===== src/sv/qivr_pkg.sv =====
// Shared widths, types and constants for the quaternion inverse vector rotation.
package qivr_pkg;

  // Input field widths and the fixed-point fraction of the quaternion.
  localparam int QUAT_WIDTH = 16;
  localparam int VEL_WIDTH  = 32;
  localparam int QUAT_FRAC  = QUAT_WIDTH - 2;

  // Product of two quaternion components, and one rotation matrix entry.
  localparam int PROD_WIDTH  = 2 * QUAT_WIDTH;
  localparam int ENTRY_WIDTH = PROD_WIDTH + 1;

  // Entry times velocity, and the exact sum of one output component.
  localparam int TERM_WIDTH = ENTRY_WIDTH + VEL_WIDTH;
  localparam int ACC_WIDTH  = TERM_WIDTH + 3;

  // The sum carries the fraction bits of two quaternion factors.
  localparam int FRAC_SHIFT = 2 * QUAT_FRAC;

  typedef logic signed [QUAT_WIDTH-1:0]  quat_t;
  typedef logic signed [VEL_WIDTH-1:0]   vel_t;
  typedef logic signed [PROD_WIDTH-1:0]  prod_t;
  typedef logic signed [ENTRY_WIDTH-1:0] entry_t;
  typedef logic signed [TERM_WIDTH-1:0]  term_t;
  typedef logic signed [ACC_WIDTH-1:0]   acc_t;

  // Half an output LSB, added before the final shift to round to nearest.
  localparam acc_t ROUND_HALF = acc_t'(1) <<< (FRAC_SHIFT - 1);

  // Saturation limits of an output component.
  localparam vel_t VEL_MAX = {1'b0, {(VEL_WIDTH-1){1'b1}}};
  localparam vel_t VEL_MIN = {1'b1, {(VEL_WIDTH-1){1'b0}}};

endpackage


===== src/sv/qivr_round_sat.sv =====
// Output stage: drops the fraction bits, saturates and holds the result.
module qivr_round_sat (
  input  logic           clk,
  input  logic           rst,
  input  logic           in_valid,
  output logic           in_ready,
  input  qivr_pkg::acc_t acc [3],
  output logic           out_valid,
  input  logic           out_ready,
  output qivr_pkg::vel_t vel [3],
  output logic           saturated
);
  import qivr_pkg::*;

  localparam int HI_WIDTH = ACC_WIDTH - (FRAC_SHIFT + VEL_WIDTH - 1);

  logic                en_e;
  logic [HI_WIDTH-1:0] hi [3];
  logic [2:0]          fits;
  vel_t                vel_next [3];

  assign en_e     = !out_valid || out_ready;
  assign in_ready = en_e;

  // A component fits when all bits above its result sign match that sign.
  always_comb begin
    for (int r = 0; r < 3; r++) begin
      hi[r]   = acc[r][ACC_WIDTH-1:FRAC_SHIFT+VEL_WIDTH-1];
      fits[r] = (&hi[r]) || !(|hi[r]);
      if (fits[r]) begin
        vel_next[r] = acc[r][FRAC_SHIFT+VEL_WIDTH-1:FRAC_SHIFT];
      end else if (acc[r][ACC_WIDTH-1]) begin
        vel_next[r] = VEL_MIN;
      end else begin
        vel_next[r] = VEL_MAX;
      end
    end
  end

  always_ff @(posedge clk) begin
    if (rst) begin
      out_valid <= 1'b0;
    end else if (en_e) begin
      out_valid <= in_valid;
    end
  end

  // Output register: holds a result while the consumer stalls.
  always_ff @(posedge clk) begin
    if (en_e) begin
      vel       <= vel_next;
      saturated <= !(&fits);
    end
  end

endmodule


===== config.mk =====
export PLATFORM = sky130hd
export DESIGN_NAME = qivr_round_sat
export DESIGN_NICKNAME = d
export VERILOG_FILES = /design/src/sv/qivr_pkg.sv /design/src/sv/qivr_round_sat.sv
export SDC_FILE = /design/constraint.sdc
export NUM_CORES = 1
export LEC_CHECK = 0
export ABC_AREA = 1
export BUFFER_PORTS_ARGS = -buffer_cell sky130_fd_sc_hd__clkbuf_2
export CORE_AREA = 5 5 116 118
export CTS_BUF_LIST = sky130_fd_sc_hd__clkbuf_4 sky130_fd_sc_hd__clkbuf_8 sky130_fd_sc_hd__clkbuf_16
export CTS_CLUSTER_DIAMETER = 80
export DETAILED_ROUTE_END_ITERATION = 6
export DIE_AREA = 0 0 121 123
export PLACE_DENSITY = 0.69
export SLEW_MARGIN = 15
export SYNTH_ARGS = -nofsm -noshare
export SYNTH_HDL_FRONTEND = slang
export SYNTH_SLANG_ARGS = --single-unit

===== constraint.sdc =====
create_clock -name clk -period 8.9 [get_ports clk]
set_input_delay 0 -clock clk [delete_from_list [all_inputs] [get_ports clk]]
set_output_delay 0 -clock clk [all_outputs]
set_load 0.005 [all_outputs]

==> metrics.md <==
| Metric | Value |
|---|---|
| Cells after DPL | 735 |
| Placed instance area | 5240 um2 |
| Worst path arrival time | 2080 ps |
| Hold-critical path depth | 5 |
| Clock Sinks | 98 |
| Drt drc | 0 |
| Hold Slack | 386 ps |
| Synthesized area | 4090 um2 |
| Hold WC Path Type | input pin to register |
| Max Cap Violations | 0 |
| R2r setup slk | 7010 ps |
| CTS Buffer Depth | 2 |
| Hpwl dp | 7.93 mm |
| WL final | 11.8 mm |
| Total GRT Usage | 0.155 |
| Synth area leader | edfxtp_1 |
| Row count | 41 |
| Buffers on Ports | 222 |
| Mean Syn Cell Area | 11.3 um2 |
| Status | complete, no violations |
| Most frequent cells in the layout | clkbuf_2, nand2_1, dlygate4sd3_1, edfxtp_1, nor2_1 |
| Global-route wire length before repair | 17.9 mm |
| #FFs+latches synth | 98 |
| Sequential Power Share | 0.502 |
| Switching power total | 0.231 mW |
| Total die area | 14900 um2 |
| Core footprint | 12400 um2 |
| Post-CTS setup buffers | 0 |
| Layout area overhead | 59.9% |
| Diode count | 0 |
| Clk Latency, worst-skew pair | 340 ps |
| 1st-pass router iterations | 4 |
| Final period util | 0.234 |
| RSZ-0062 raised after global routing | no |
| CTS tree | yes |
| Via density | 4.28 |
| Setup crit end kind | output port |
| Worst path max stage delay | 680 ps |
| ANT nets after route | 0 |
| Via count | 3635 |
| Worst path cell trace | nand2_4 > buf_4 > clkbuf_2 |
| Final Net Count | 880 |
| Wire per inst | 13.9 um |
| Setup TNS | 0 ps |
| Synth top area cells | edfxtp_1, nand2_1, buf_6, nor2_1, buf_4 |
| Drt initial violations | 159 |
| Start point of the critical path | out_valid$_SDFFE_PP0P_ |
| Synthesized net count | 569 |
| Max-slew headroom | 0.497 |
| Worst reg2reg endpoint | vel[68]$_DFFE_PP_ |
| Reg-to-Reg Start | out_valid$_SDFFE_PP0P_ |
| Endpoints failing setup | 0 |
| Crit path to | in_ready |
| Final Hold Vio Count | 0 |
| Post-place setup slack | 6980 ps |
| Commonest non-fill, non-tap cell in the layout | clkbuf_2 |
| Post-synth top area share | 0.711 |
| Largest net degree at the start of global routing | 60 |
| Kind of critical path | register to output port |
| Final Slew Violations | 0 |
| Cell Int Power | 0.872 mW |
| Worst slew pin tran | 755 ps |
| Pwr Density | 168 nW/um2 |
| Minimum clock period | 2080 ps |
| Grt ovf | 0 |
| Fmax | 480 MHz |
| Cts hold-fix bufs | 98 |
| I/O pin count | 307 |
| Worst setup margin | 6820 ps |
| Htree depth | 3 |
| CTS buffer count | 9 |
| Layout fillers | 1063 |
| Initial antenna violation count | 0 |
| Post-Layout Cell Count | 849 |
| Die Y | 123 um |
| FF-to-FF path depth | 2 |
| Routability Congestion | 0.774 |
| Post_cts resized | 0 |
| Critical Path Start Type | register |
| CP max-delay cell | buf_4 |
| Initial Utilization | 0.331 |
| Fin area | 6550 um2 |
| Clk_skew | 2.43 ps |
| Layout cells sized above 1 | 0.365 |
| Cell variety after synth | 18 |
| Root buffer cell | clkbuf_16 |
| VDD IR-drop max | 0.0805 mV |
| Worst Path Max Fanout | 59 |
| Post-synthesis instance total | 361 |
| Switching share of power | 0.209 |
| Synth warnings | 0 |
| Via count of the first global-routing pass | 3673 |
| Reg clk slew, reported paths | 70 ps |
| Clock share of power | 0.378 |
| Die width | 121 um |
| Comb power frac | 0.120 |
| CP required | 8900 ps |
| Leakage | 3.05 nW |
| Seq/Total Area, Yosys | 0.716 |
[stage by stage]
step                utilization  power, mW
floorplan                     -      0.595
global placement          0.424      0.657
detailed placement        0.424      0.661
CTS                       0.530       1.12
global route              0.530       1.15
finish                    0.530       1.10
[state kept, by name, indices dropped and copies added, names as in the netlist]
name	count
out_valid	1
saturated	1
vel	96
[routing by layer]
metal / GRT usage / up-vias / part of all wire / wire length, um
met4: 0.0687 / 0 / 0.022 / 258
met3: 0.0499 / 19 / 0.088 / 1040
met2: 0.267 / 177 / 0.50 / 5930
met1: 0.177 / 1638 / 0.39 / 4550
li1: - / 1801 / - / -
met5: 0 / - / 0 / 0
[synth_stat cells]
| cell | count |
|---|---|
| nor2_1 | 14 |
| dlygate4sd3_1 | 1 |
| buf_4 | 6 |
| nand3b_1 | 1 |
| buf_6 | 12 |
| nor3_1 | 3 |
| clkbuf_1 | 2 |
| nand2_2 | 3 |
| dfxtp_1 | 1 |
| inv_1 | 6 |
| a21oi_1 | 1 |
| or2_0 | 1 |
| edfxtp_1 | 97 |
| nand2_1 | 203 |
| nand3_2 | 3 |
| nand3_1 | 4 |
| or2_1 | 2 |
| nand2_4 | 1 |
[how the worst min path moves through the flow]
stage | from | end | slack, ps
floorplan | rst | out_valid$_SDFFE_PP0P_ | 70
global placement | rst | out_valid$_SDFFE_PP0P_ | 160
detailed placement | rst | out_valid$_SDFFE_PP0P_ | 160
CTS | acc[65] | saturated$_DFFE_PP_ | 360
global route | acc[203] | vel[95]$_DFFE_PP_ | 410
finish | acc[66] | saturated$_DFFE_PP_ | 390
[layout make-up]
| cell class | instances | area (um2) | share of cell area |
|---|---|---|---|
| sequential | 98 | 2930 | 0.448 |
| timing repair buffer | 321 | 2100 | 0.321 |
| multi-input combinational | 236 | 948 | 0.145 |
| clock buffer | 10 | 239 | 0.0365 |
| tap | 172 | 215 | 0.0329 |
| clock inverter | 6 | 88.8 | 0.0136 |
| inverter | 6 | 22.5 | 0.00344 |
[critical path: cells and delay by family, from the launching register on]
family,cells,cell delay (ps)
flops,1,340
buf+inv,2,920
simple gates,1,410
[cells by family (layout without fill, tap and decap cells)]
kind of cell / Yosys count / after routing / synth area share
simple gates: 235 / 235 / 0.229
flops: 98 / 98 / 0.716
buf+inv: 27 / 343 / 0.0538
compound gates: 1 / 1 / 0.00122
[power groups by stage]
| stage | sequential [mW] | clock, mW | combinational [mW] |
|---|---|---|---|
| 6_report | 0.553 | 0.417 | 0.132 |
| 5_1_grt | 0.556 | 0.451 | 0.145 |
| 4_1_cts | 0.553 | 0.431 | 0.132 |
| 3_5_place_dp | 0.563 | 0 | 0.0981 |
| 3_3_place_gp | 0.561 | 0 | 0.0957 |
| 2_1_floorplan | 0.568 | 0 | 0.0274 |
(Power assumes the default switching activity.)
